[config.mk]
export PLATFORM = sky130hd
export DESIGN_NAME = dct_block_coefficient_unpacker_core
export DESIGN_NICKNAME = d
export VERILOG_FILES = /design/src/design/dcu_pkg.sv /design/src/design/dcu_ram.sv /design/src/design/dcu_ctrl.sv /design/src/design/dcu_datapath.sv /design/src/design/dct_block_coefficient_unpacker_core.sv
export SDC_FILE = /design/constraint.sdc
export NUM_CORES = 2
export LEC_CHECK = 0
export ABC_CLOCK_PERIOD_IN_PS = 17050
export BUFFER_PORTS_ARGS = -buffer_cell sky130_fd_sc_hd__buf_4
export CORE_MARGIN = 2
export CORE_UTILIZATION = 40
export DETAILED_ROUTE_END_ITERATION = 8
export HOLD_SLACK_MARGIN = 0.05
export PLACE_DENSITY = 0.64
export SLEW_MARGIN = 0
export SYNTH_ARGS = -nofsm -noshare
export SYNTH_HDL_FRONTEND = slang
export SYNTH_SLANG_ARGS = --single-unit
[constraint.sdc]
create_clock -name clk -period 17.05 [get_ports clk]
set_input_delay 0.8525 -clock clk [delete_from_list [all_inputs] [get_ports clk]]
set_output_delay 0.8525 -clock clk [all_outputs]
set_load 0.02 [all_outputs]
[src/design/dcu_pkg.sv]
`default_nettype none
package dcu_pkg;

	localparam int COEFFS_PER_BLOCK      = 64;
	localparam int BLOCKS_PER_MACROBLOCK = 6;
	localparam int POS_W  = 6;
	localparam int COEF_W = 16;
	localparam int KIND_W = 3;
	localparam int LUMA_BLOCKS = 4;
	localparam logic [7:0] DC_NOT_CODED = 8'd255;

	// Transposed zigzag scan: scan index to natural position.
	localparam logic [POS_W-1:0] SCAN_ROM [COEFFS_PER_BLOCK] = '{
		6'd0,  6'd8,  6'd1,  6'd2,  6'd9,  6'd16, 6'd24, 6'd17,
		6'd10, 6'd3,  6'd4,  6'd11, 6'd18, 6'd25, 6'd32, 6'd40,
		6'd33, 6'd26, 6'd19, 6'd12, 6'd5,  6'd6,  6'd13, 6'd20,
		6'd27, 6'd34, 6'd41, 6'd48, 6'd56, 6'd49, 6'd42, 6'd35,
		6'd28, 6'd21, 6'd14, 6'd7,  6'd15, 6'd22, 6'd29, 6'd36,
		6'd43, 6'd50, 6'd57, 6'd58, 6'd51, 6'd44, 6'd37, 6'd30,
		6'd23, 6'd31, 6'd38, 6'd45, 6'd52, 6'd59, 6'd60, 6'd53,
		6'd46, 6'd39, 6'd47, 6'd54, 6'd61, 6'd62, 6'd55, 6'd63
	};

	// The escape operations take the escape field and then align what is left.
	typedef enum logic [3:0] {
		BOP_NONE, BOP_TAKE2, BOP_TAKE4, BOP_TAKE6, BOP_TAKE8,
		BOP_ALIGN4, BOP_ALIGN8, BOP_CLEAR, BOP_ESC2, BOP_ESC4
	} bop_t;

	typedef enum logic [1:0] {
		OUT_SKIP, OUT_TRUNC, OUT_COEF
	} out_sel_t;

	typedef enum logic [2:0] {
		PH_DC, PH_COUNT, PH_TWO, PH_FOUR, PH_EIGHT
	} phase_t;

	typedef enum logic [2:0] {
		ST_IDLE, ST_DECODE, ST_FLUSH, ST_EMIT_RD, ST_EMIT_LD, ST_END
	} state_t;

	typedef struct packed {
		logic     quant_we;
		logic     byte_load;
		logic     frame_start;
		bop_t     bop;
		logic     left_load;
		logic     left_clr;
		logic     put_ac;
		logic     place_dc;
		logic     dc_load;
		logic     clr_valid;
		logic     next_block;
		logic     emit_rd;
		logic     emit_inc;
		logic     out_load;
		out_sel_t out_sel;
	} dcu_cmd_t;

	typedef struct packed {
		logic [4:0] held;
		logic       left_zero;
		logic       esc2;
		logic       esc4;
		logic       dc_ff;
		logic       emit_last;
		logic       out_free;
	} dcu_stat_t;

endpackage
`default_nettype wire

[src/design/dcu_ram.sv]
`default_nettype none
module dcu_ram #(
	parameter int WIDTH = 16,
	parameter int DEPTH = 64
) (
	input  wire logic                     clk,
	input  wire logic                     we,
	input  wire logic [$clog2(DEPTH)-1:0] wr_addr,
	input  wire logic [WIDTH-1:0]         wr_data,
	input  wire logic                     rd_en,
	input  wire logic [$clog2(DEPTH)-1:0] rd_addr,
	output logic      [WIDTH-1:0]         rd_data
);

	logic [WIDTH-1:0] mem_q [DEPTH];

	always_ff @(posedge clk) begin
		if (we) begin
			mem_q[wr_addr] <= wr_data;
		end
		if (rd_en) begin
			rd_data <= mem_q[rd_addr];
		end
	end

endmodule
`default_nettype wire

[src/design/dcu_ctrl.sv]
`default_nettype none
module dcu_ctrl (
	input  wire logic              clk,
	input  wire logic              arst_n,
	input  wire logic              in_valid,
	input  wire logic              in_req_type,
	input  wire logic              in_frame_start,
	input  wire logic              in_last,
	output logic                   in_ready,
	input  wire dcu_pkg::dcu_stat_t stat,
	output dcu_pkg::dcu_cmd_t       cmd
);

	dcu_pkg::state_t state_q, state_n;
	dcu_pkg::phase_t phase_q, phase_n;
	logic last_q, last_n;
	logic emitted_q, emitted_n;

	always_ff @(posedge clk or negedge arst_n) begin
		if (!arst_n) begin
			state_q   <= dcu_pkg::ST_IDLE;
			phase_q   <= dcu_pkg::PH_DC;
			last_q    <= 1'b0;
			emitted_q <= 1'b0;
		end else begin
			state_q   <= state_n;
			phase_q   <= phase_n;
			last_q    <= last_n;
			emitted_q <= emitted_n;
		end
	end

	always_comb begin
		state_n   = state_q;
		phase_n   = phase_q;
		last_n    = last_q;
		emitted_n = emitted_q;
		in_ready  = 1'b0;
		cmd       = '0;
		cmd.bop     = dcu_pkg::BOP_NONE;
		cmd.out_sel = dcu_pkg::OUT_COEF;
		case (state_q)
			dcu_pkg::ST_IDLE: begin
				in_ready = 1'b1;
				if (in_valid) begin
					if (!in_req_type) begin
						cmd.quant_we = 1'b1;
					end else begin
						cmd.byte_load   = 1'b1;
						cmd.frame_start = in_frame_start;
						if (in_frame_start) begin
							cmd.left_clr = 1'b1;
							phase_n      = dcu_pkg::PH_DC;
						end
						last_n    = in_last;
						emitted_n = 1'b0;
						state_n   = dcu_pkg::ST_DECODE;
					end
				end
			end
			dcu_pkg::ST_DECODE: begin
				case (phase_q)
					dcu_pkg::PH_DC: begin
						if (stat.held < 5'd8) begin
							state_n = dcu_pkg::ST_END;
						end else if (stat.dc_ff) begin
							// A block that is not coded gives its single result directly, once the output is free.
							if (stat.out_free) begin
								cmd.bop        = dcu_pkg::BOP_TAKE8;
								cmd.out_load   = 1'b1;
								cmd.out_sel    = dcu_pkg::OUT_SKIP;
								cmd.next_block = 1'b1;
								emitted_n      = 1'b1;
								state_n        = dcu_pkg::ST_END;
							end
						end else begin
							cmd.bop       = dcu_pkg::BOP_TAKE8;
							cmd.dc_load   = 1'b1;
							cmd.clr_valid = 1'b1;
							phase_n       = dcu_pkg::PH_COUNT;
						end
					end
					dcu_pkg::PH_COUNT: begin
						if (stat.held < 5'd6) begin
							state_n = dcu_pkg::ST_END;
						end else begin
							cmd.bop       = dcu_pkg::BOP_TAKE6;
							cmd.left_load = 1'b1;
							phase_n       = dcu_pkg::PH_TWO;
						end
					end
					dcu_pkg::PH_TWO: begin
						if (stat.left_zero) begin
							cmd.bop = dcu_pkg::BOP_ALIGN4;
							phase_n = dcu_pkg::PH_FOUR;
						end else if (stat.held < 5'd2) begin
							state_n = dcu_pkg::ST_END;
						end else begin
							if (stat.esc2) begin
								cmd.bop = dcu_pkg::BOP_ESC2;
								phase_n = dcu_pkg::PH_FOUR;
							end else begin
								cmd.bop    = dcu_pkg::BOP_TAKE2;
								cmd.put_ac = 1'b1;
							end
						end
					end
					dcu_pkg::PH_FOUR: begin
						if (stat.left_zero) begin
							cmd.bop = dcu_pkg::BOP_ALIGN8;
							phase_n = dcu_pkg::PH_EIGHT;
						end else if (stat.held < 5'd4) begin
							state_n = dcu_pkg::ST_END;
						end else begin
							if (stat.esc4) begin
								cmd.bop = dcu_pkg::BOP_ESC4;
								phase_n = dcu_pkg::PH_EIGHT;
							end else begin
								cmd.bop    = dcu_pkg::BOP_TAKE4;
								cmd.put_ac = 1'b1;
							end
						end
					end
					dcu_pkg::PH_EIGHT: begin
						if (stat.left_zero) begin
							cmd.place_dc = 1'b1;
							phase_n      = dcu_pkg::PH_DC;
							state_n      = dcu_pkg::ST_FLUSH;
						end else if (stat.held < 5'd8) begin
							state_n = dcu_pkg::ST_END;
						end else begin
							cmd.bop    = dcu_pkg::BOP_TAKE8;
							cmd.put_ac = 1'b1;
						end
					end
					default: begin
						phase_n = dcu_pkg::PH_DC;
					end
				endcase
			end
			dcu_pkg::ST_FLUSH: begin
				state_n = dcu_pkg::ST_EMIT_RD;
			end
			dcu_pkg::ST_EMIT_RD: begin
				cmd.emit_rd = 1'b1;
				state_n     = dcu_pkg::ST_EMIT_LD;
			end
			dcu_pkg::ST_EMIT_LD: begin
				if (stat.out_free) begin
					cmd.out_load = 1'b1;
					cmd.out_sel  = dcu_pkg::OUT_COEF;
					if (stat.emit_last) begin
						cmd.next_block = 1'b1;
						emitted_n      = 1'b1;
						state_n        = dcu_pkg::ST_END;
					end else begin
						cmd.emit_inc = 1'b1;
						state_n      = dcu_pkg::ST_EMIT_RD;
					end
				end
			end
			dcu_pkg::ST_END: begin
				if (!last_q) begin
					state_n = dcu_pkg::ST_IDLE;
				end else if (!emitted_q &&
						(phase_q != dcu_pkg::PH_DC || stat.held != 5'd0)) begin
					if (stat.out_free) begin
						cmd.out_load = 1'b1;
						cmd.out_sel  = dcu_pkg::OUT_TRUNC;
						cmd.bop      = dcu_pkg::BOP_CLEAR;
						cmd.left_clr = 1'b1;
						phase_n      = dcu_pkg::PH_DC;
						state_n      = dcu_pkg::ST_IDLE;
					end
				end else begin
					cmd.bop      = dcu_pkg::BOP_CLEAR;
					cmd.left_clr = 1'b1;
					phase_n      = dcu_pkg::PH_DC;
					state_n      = dcu_pkg::ST_IDLE;
				end
			end
			default: begin
				state_n = dcu_pkg::ST_IDLE;
			end
		endcase
	end

endmodule
`default_nettype wire

[src/design/dcu_datapath.sv]
`default_nettype none
module dcu_datapath (
	input  wire logic               clk,
	input  wire logic               arst_n,
	input  wire dcu_pkg::dcu_cmd_t  cmd,
	output dcu_pkg::dcu_stat_t      stat,
	input  wire logic [7:0]         stream_byte,
	input  wire logic               quant_table,
	input  wire logic [5:0]         quant_index,
	input  wire logic [15:0]        quant_value,
	input  wire logic               out_ready,
	output logic                    out_valid,
	output logic [15:0]             coef_value,
	output logic [5:0]              coef_position,
	output logic                    block_coded,
	output logic [2:0]              block_kind,
	output logic                    status,
	output logic                    last
);

	logic [15:0] hold_q, hold_n, hold_base;
	logic [4:0]  held_q, held_n, held_base, win_sh;
	logic [4:0]  held_m2, held_m4;
	logic [15:0] win;
	logic [5:0]  left_q;
	logic [7:0]  dc_q;
	logic [2:0]  kind_q;
	logic [63:0] valid_q;
	logic [5:0]  emit_q;
	logic        out_valid_q;
	logic        out_free;

	logic [15:0] field_val;
	logic [5:0]  rd_pos;
	logic [15:0] val_s1;
	logic [5:0]  pos_s1;
	logic        wr_s1;
	logic [15:0] lq_rd, cq_rd, coef_rd, q_sel;
	logic [31:0] prod;

	// The held bits are top-aligned so that each field is a fixed slice.
	assign win_sh = 5'd16 - held_q;
	assign win    = hold_q << win_sh;

	assign held_m2 = held_q - 5'd2;
	assign held_m4 = held_q - 5'd4;

	always_comb begin
		held_n = held_q;
		case (cmd.bop)
			dcu_pkg::BOP_TAKE2:  held_n = held_q - 5'd2;
			dcu_pkg::BOP_TAKE4:  held_n = held_q - 5'd4;
			dcu_pkg::BOP_TAKE6:  held_n = held_q - 5'd6;
			dcu_pkg::BOP_TAKE8:  held_n = held_q - 5'd8;
			dcu_pkg::BOP_ALIGN4: held_n = {held_q[4:2], 2'b00};
			dcu_pkg::BOP_ALIGN8: held_n = {held_q[4:3], 3'b000};
			dcu_pkg::BOP_ESC2:   held_n = {held_m2[4:2], 2'b00};
			dcu_pkg::BOP_ESC4:   held_n = {held_m4[4:3], 3'b000};
			dcu_pkg::BOP_CLEAR:  held_n = 5'd0;
			default:             held_n = held_q;
		endcase
		hold_n = hold_q & ~(16'hFFFF << held_n);
		if (cmd.frame_start || held_q > 5'd8) begin
			hold_base = 16'd0;
			held_base = 5'd0;
		end else begin
			hold_base = hold_q;
			held_base = held_q;
		end
		if (cmd.byte_load) begin
			hold_n = {hold_base[7:0], stream_byte};
			held_n = held_base + 5'd8;
		end
	end

	always_comb begin
		case (cmd.bop)
			dcu_pkg::BOP_TAKE2: field_val = {{14{win[15]}}, win[15:14]};
			dcu_pkg::BOP_TAKE4: field_val = {{12{win[15]}}, win[15:12]};
			default:            field_val = {{8{win[15]}}, win[15:8]};
		endcase
		if (cmd.place_dc) begin
			field_val = {8'd0, dc_q};
		end
	end

	assign rd_pos = cmd.place_dc ? dcu_pkg::SCAN_ROM[0] : dcu_pkg::SCAN_ROM[left_q];

	always_ff @(posedge clk or negedge arst_n) begin
		if (!arst_n) begin
			hold_q      <= '0;
			held_q      <= '0;
			left_q      <= '0;
			dc_q        <= '0;
			kind_q      <= '0;
			valid_q     <= '0;
			emit_q      <= '0;
			wr_s1       <= 1'b0;
			out_valid_q <= 1'b0;
		end else begin
			hold_q <= hold_n;
			held_q <= held_n;
			if (cmd.left_clr) begin
				left_q <= '0;
			end else if (cmd.left_load) begin
				left_q <= win[15:10];
			end else if (cmd.put_ac) begin
				left_q <= left_q - 6'd1;
			end
			if (cmd.dc_load) begin
				dc_q <= win[15:8];
			end
			if (cmd.byte_load && cmd.frame_start) begin
				kind_q <= '0;
			end else if (cmd.next_block) begin
				kind_q <= (kind_q == 3'(dcu_pkg::BLOCKS_PER_MACROBLOCK - 1)) ?
					3'd0 : kind_q + 3'd1;
			end
			if (cmd.clr_valid) begin
				valid_q <= '0;
			end else if (wr_s1) begin
				valid_q[pos_s1] <= 1'b1;
			end
			if (cmd.place_dc) begin
				emit_q <= '0;
			end else if (cmd.emit_inc) begin
				emit_q <= emit_q + 6'd1;
			end
			wr_s1 <= cmd.put_ac || cmd.place_dc;
			if (cmd.out_load) begin
				out_valid_q <= 1'b1;
			end else if (out_ready) begin
				out_valid_q <= 1'b0;
			end
		end
	end

	always_ff @(posedge clk) begin
		val_s1 <= field_val;
		pos_s1 <= rd_pos;
	end

	dcu_ram #(.WIDTH(16), .DEPTH(64)) u_luma_q (
		.clk(clk), .we(cmd.quant_we && !quant_table), .wr_addr(quant_index),
		.wr_data(quant_value), .rd_en(1'b1), .rd_addr(rd_pos), .rd_data(lq_rd)
	);

	dcu_ram #(.WIDTH(16), .DEPTH(64)) u_chroma_q (
		.clk(clk), .we(cmd.quant_we && quant_table), .wr_addr(quant_index),
		.wr_data(quant_value), .rd_en(1'b1), .rd_addr(rd_pos), .rd_data(cq_rd)
	);

	assign q_sel = (kind_q < 3'(dcu_pkg::LUMA_BLOCKS)) ? lq_rd : cq_rd;
	assign prod  = val_s1 * q_sel;

	dcu_ram #(.WIDTH(16), .DEPTH(64)) u_coef (
		.clk(clk), .we(wr_s1), .wr_addr(pos_s1), .wr_data(prod[15:0]),
		.rd_en(cmd.emit_rd), .rd_addr(emit_q), .rd_data(coef_rd)
	);

	assign out_free = !out_valid_q || out_ready;

	always_ff @(posedge clk) begin
		if (cmd.out_load) begin
			block_kind <= kind_q;
			case (cmd.out_sel)
				dcu_pkg::OUT_COEF: begin
					coef_value    <= valid_q[emit_q] ? coef_rd : 16'd0;
					coef_position <= emit_q;
					block_coded   <= 1'b1;
					status        <= 1'b0;
					last          <= (emit_q == 6'(dcu_pkg::COEFFS_PER_BLOCK - 1));
				end
				dcu_pkg::OUT_TRUNC: begin
					coef_value    <= 16'd0;
					coef_position <= 6'd0;
					block_coded   <= 1'b1;
					status        <= 1'b1;
					last          <= 1'b1;
				end
				default: begin
					coef_value    <= 16'd0;
					coef_position <= 6'd0;
					block_coded   <= 1'b0;
					status        <= 1'b0;
					last          <= 1'b1;
				end
			endcase
		end
	end

	assign out_valid = out_valid_q;

	assign stat.held      = held_q;
	assign stat.left_zero = (left_q == 6'd0);
	assign stat.esc2      = (win[15:14] == 2'b10);
	assign stat.esc4      = (win[15:12] == 4'b1000);
	assign stat.dc_ff     = (win[15:8] == dcu_pkg::DC_NOT_CODED);
	assign stat.emit_last = (emit_q == 6'(dcu_pkg::COEFFS_PER_BLOCK - 1));
	assign stat.out_free  = out_free;

endmodule
`default_nettype wire

[src/design/dct_block_coefficient_unpacker_core.sv]
`default_nettype none
// Unpacks 8x8 coefficient blocks from an MSB-first byte stream and dequantizes
// them. Each input transfer is either a quantizer word load (no result) or one
// stream byte. A byte is decoded one field or alignment step per cycle unless a
// stalled output holds a step: after its transfer come its steps, one step that
// finds too few bits left (unless a block completes) and a closing state. A
// finished coded block then passes through a flush state and gives its 64
// results, each read from the coefficient memory in a read state and loaded to
// the output in a load state, and a block that is not coded gives one result;
// a stalled output holds the input off. The quantizer tables must be loaded
// before any block uses them; an unloaded entry gives an undefined coefficient.
module dct_block_coefficient_unpacker_core (
	input  wire logic        clk,
	input  wire logic        arst_n,
	input  wire logic        s_tvalid,
	output logic             s_tready,
	input  wire logic [31:0] s_tdata,  // stream_byte, quant_index, quant_value, zero pad
	input  wire logic [2:0]  s_tuser,  // req_type, frame_start, quant_table
	input  wire logic        s_tlast,
	output logic             m_tvalid,
	input  wire logic        m_tready,
	output logic [23:0]      m_tdata,  // coef_value, coef_position, zero pad
	output logic [4:0]       m_tuser,  // block_coded, block_kind, status
	output logic             m_tlast
);

	dcu_pkg::dcu_cmd_t  cmd;
	dcu_pkg::dcu_stat_t stat;
	logic [15:0] coef_value;
	logic [5:0]  coef_position;
	logic        block_coded;
	logic [2:0]  block_kind;
	logic        status;

	dcu_ctrl u_ctrl (
		.clk(clk), .arst_n(arst_n),
		.in_valid(s_tvalid), .in_req_type(s_tuser[0]), .in_frame_start(s_tuser[1]),
		.in_last(s_tlast), .in_ready(s_tready), .stat(stat), .cmd(cmd)
	);

	dcu_datapath u_dp (
		.clk(clk), .arst_n(arst_n), .cmd(cmd), .stat(stat),
		.stream_byte(s_tdata[7:0]), .quant_table(s_tuser[2]),
		.quant_index(s_tdata[13:8]), .quant_value(s_tdata[29:14]),
		.out_ready(m_tready), .out_valid(m_tvalid),
		.coef_value(coef_value), .coef_position(coef_position),
		.block_coded(block_coded), .block_kind(block_kind),
		.status(status), .last(m_tlast)
	);

	assign m_tdata = {2'b00, coef_position, coef_value};
	assign m_tuser = {status, block_kind, block_coded};

endmodule
`default_nettype wire

==> key figures <==
Finish
  • Most common cell after layout, fill and taps aside: edfxtp_1
  • Area grow syn2layout: 12.6%
  • Layout cells sized above 1: 0.137
  • Register area: between 90000 and 100000 µm²
  • Final Net Count: about 9400
  • Commonest cells after routing, fill and taps aside: edfxtp_1 (3116), nand2_1 (2210), nand3_1 (1058), mux4_2 (361), buf_4 (350)
  • Layout fillers: about 28000
  • Multi-input gate area: around 34000 µm²

Route
  • Initial DRC count: 9761
  • DRC Markers: 0
  • Final antenna-violating net count: 0
  • DR pass1 iterations: 6
  • DR vias: approximately 79000
  • Routed wire length: 342 mm
  • Drt wl/cell: ~25 µm
  • Vias per cell: between 5 and 6

Synth
  • Main synth FF type: edfxtp_1
  • Syn Inst Count: roughly 9000
  • YS warnings: 0
  • Async set-reset flop share out of synthesis: 0.0360
  • Synth Area per Inst: between 10 and 15 µm²
  • Post-synth EDFFs: 3116
  • Synth top area cells: edfxtp_1 (70%), nand2_1 (6.2%), mux4_2 (6.1%), nand3_1 (4.0%), dfrtp_1 (2.2%)
  • Sequential cell area fraction in the yosys report: 0.728
  • Yosys cell types: 89
  • Mapped Area: ~130000 µm²
  • FF+latch count, synth: roughly 3300
  • Synth area leader: edfxtp_1
  • Yosys top cell area share: 0.699

Setup path
  • Worst Setup End Kind: register
  • Worst Path Max Fanout: ~130
  • Signal arrival time at the worst endpoint: ~8600 ps
  • Critical path class: register to register
  • Worst EP required: ~18000 ps
  • CP Launch Type: register

Global routing
  • Number of global-route vias before repair: slightly below 80000
  • Grt peak-use layer: met2
  • GR Util met1: 0.278
  • Final global-route overflow total: 0
  • Largest net degree at the start of global routing: ~190
  • Antenna violations before repair: 12
  • GRT Overall Usage: 0.196
  • GRT met3 Usage: 0.0266
  • First-pass GRT wire length: 503 mm
  • Met2 Track Usage GR: 0.315

Clock tree
  • Root Driver: clkbuf_16
  • Worst-path clk slew: around 70 ps
  • CTS Sinks: approximately 3300
  • CTS tree: built
  • Post-CTS sizing: 0
  • Clock Path Buffers: 4
  • H-tree depth: 5
  • Worst-skew pair later-pin latency: approximately 900 ps
  • CTS buffer count: 330
  • Post-CTS setup buffers: 0

STA
  • Setup violations, final: 0
  • RSZ-0062 raised after global routing: false
  • Clock skew: between 70 and 80 ps
  • Slew Limit Fails: 0
  • F_max: 0.128 GHz
  • Period utilization: 0.458
  • Setup TNS: 0 ps
  • Final Critical Period: around 7800 ps
  • Max-slew headroom: 0.105
  • Final Hold Viols: 0
  • Min Hold Slack: roughly 260 ps
  • Slew @ Worst Pin: approximately 1300 ps

Floorplan
  • Ports: 72
  • CORE AREA: between 300000 and 400000 µm²
  • Die ar.: 339000 µm²
  • Die Ht: approximately 580 µm
  • Initial Util: 0.402
  • Die X: between 500 and 600 µm
  • FP Rows: between 200 and 250

Status
  • Status: finished clean

Placement
  • Placer congestion estimate: a little over 0.8
  • IO Port Bufs: 67
  • Hpwl dp: roughly 190 mm

Worst hold path
  • Worst min path class: input pin to register

Flow run
  • Max-cap violations: 0
## final timing paths
| path | from | to | slack [ps] | cells after the start |
|---|---|---|---|---|
| worst max-delay path | u_dp.left_q[0]$_DFFE_PN0P_ | u_dp.u_chroma_q.rd_data[14]$_DFF_P_ | 9240 | 19 |
| worst min-delay path | s_tlast | u_ctrl.last_q$_DFFE_PN0P_ | 260 | 3 |
| worst max register to register | u_dp.left_q[0]$_DFFE_PN0P_ | u_dp.u_chroma_q.rd_data[14]$_DFF_P_ | 9240 | 19 |
| worst min register to register | u_dp.valid_q[38]$_DFFE_PN0P_ | u_dp.valid_q[38]$_DFFE_PN0P_ | 490 | 1 |
| max in group asynchronous | arst_n | u_dp.emit_q[0]$_DFFE_PN0P_ | 15150 | 3 |
| min in group asynchronous | arst_n | u_dp.left_q[1]$_DFFE_PN0P_ | 650 | 2 |
## critical path, stage by stage (launching register included)
cell and delay (ps):
dfrtp_1 560, inv_1 320, ha_1 440, nor4b_1 620, nand3_1 360, nor3_2 190, buf_4 230, a211o_4 160
buf_4 470, buf_4 600, buf_4 680, buf_12 390, buf_4 730, nand2_1 100, and3_1 190, a311oi_1 270
a311oi_1 140, a311oi_1 640, a21oi_1 80, a21oi_1 300
## per-layer routing
layer / routed length (µm) / vias up
li1: - / 34700
met3: 28300 / 572
met4: 11300 / 6
met1: 140000 / 40600
met2: 162000 / 3496
met5: 37 / -
## stage by stage
stage | instances | setup WS [ps] | area (µm²) | utilization
2_1_floorplan | 9182 | 9480 | 134000 | -
3_3_place_gp | 13300 | 9230 | 140000 | 0.420
3_5_place_dp | 13300 | 9240 | 140000 | 0.420
4_1_cts | 13900 | 9180 | 151000 | 0.452
5_1_grt | 13900 | 8810 | 151000 | 0.452
6_report | 13900 | 9240 | 151000 | 0.452
## sequential cells by signal, indices dropped and copies added, names as in the netlist, 5 cells and up
name	flops
u_dp.u_coef.mem_q	1024
u_dp.u_coef.rd_data	16
u_dp.pos_s1	6
u_dp.u_chroma_q.mem_q	1024
u_dp.coef_position	6
u_dp.left_q	6
u_dp.u_chroma_q.rd_data	16
u_dp.hold_q	16
u_dp.valid_q	64
u_dp.u_luma_q.rd_data	16
u_dp.dc_q	8
u_dp.emit_q	6
u_dp.val_s1	9
u_dp.u_luma_q.mem_q	1024
u_dp.coef_value	16
u_dp.held_q	5
## layout make-up
class / count / area share
diodes: 8 / 0.000133
clock buffers: 434 / 0.0602
clock inverters: 153 / 0.0103
inverters: 110 / 0.00289
multi-input cells: 5175 / 0.224
flip-flops and latches: 3281 / 0.647
well taps: 4387 / 0.0364
repair buffers: 364 / 0.0192
## logic make-up after synthesis
group,count (synthesis),synth area share
and+or+nand+nor,3823,0.123
DFF,3281,0.728
muxes,419,0.0654
buffers and inverters,726,0.0210
adders and majority gates,132,0.0161
xor gates and xnor gates,46,0.00301
AOI/OAI and AO/OA,753,0.0434
other,1,0.0000280
## synth_stat cells, types with 6 or more instances
master / count
o21a_1: 73
mux2i_1: 29
and3_1: 150
fa_1: 68
o21ai_0: 33
nor2_1: 259
nand2b_1: 17
inv_1: 105
buf_1: 65
edfxtp_1: 3116
buf_2: 29
a31oi_1: 69
mux4_2: 361
o21ai_1: 9
xnor2_1: 34
nor2b_1: 19
a211oi_1: 46
and2_1: 42
clkbuf_1: 513
nand3_1: 1058
o31ai_2: 7
o31ai_1: 9
or2_2: 7
or3_1: 6
buf_4: 6
o211ai_1: 16
xor2_1: 12
a311oi_1: 322
dfxtp_1: 47
nand4_1: 8
nor3_1: 12
dfrtp_1: 118
a21oi_1: 102
nand2_1: 2212
nand3b_1: 11
ha_1: 64
mux2_2: 23
## repair_timing
item,CTS,global route
hold endpoints to repair,62,0
hold buffers,1,0
setup endpoints to repair,0,0
Power is left out: the tool's default activity adds up to more than one toggle a clock period on the data nets, which glitch-free logic cannot reach.
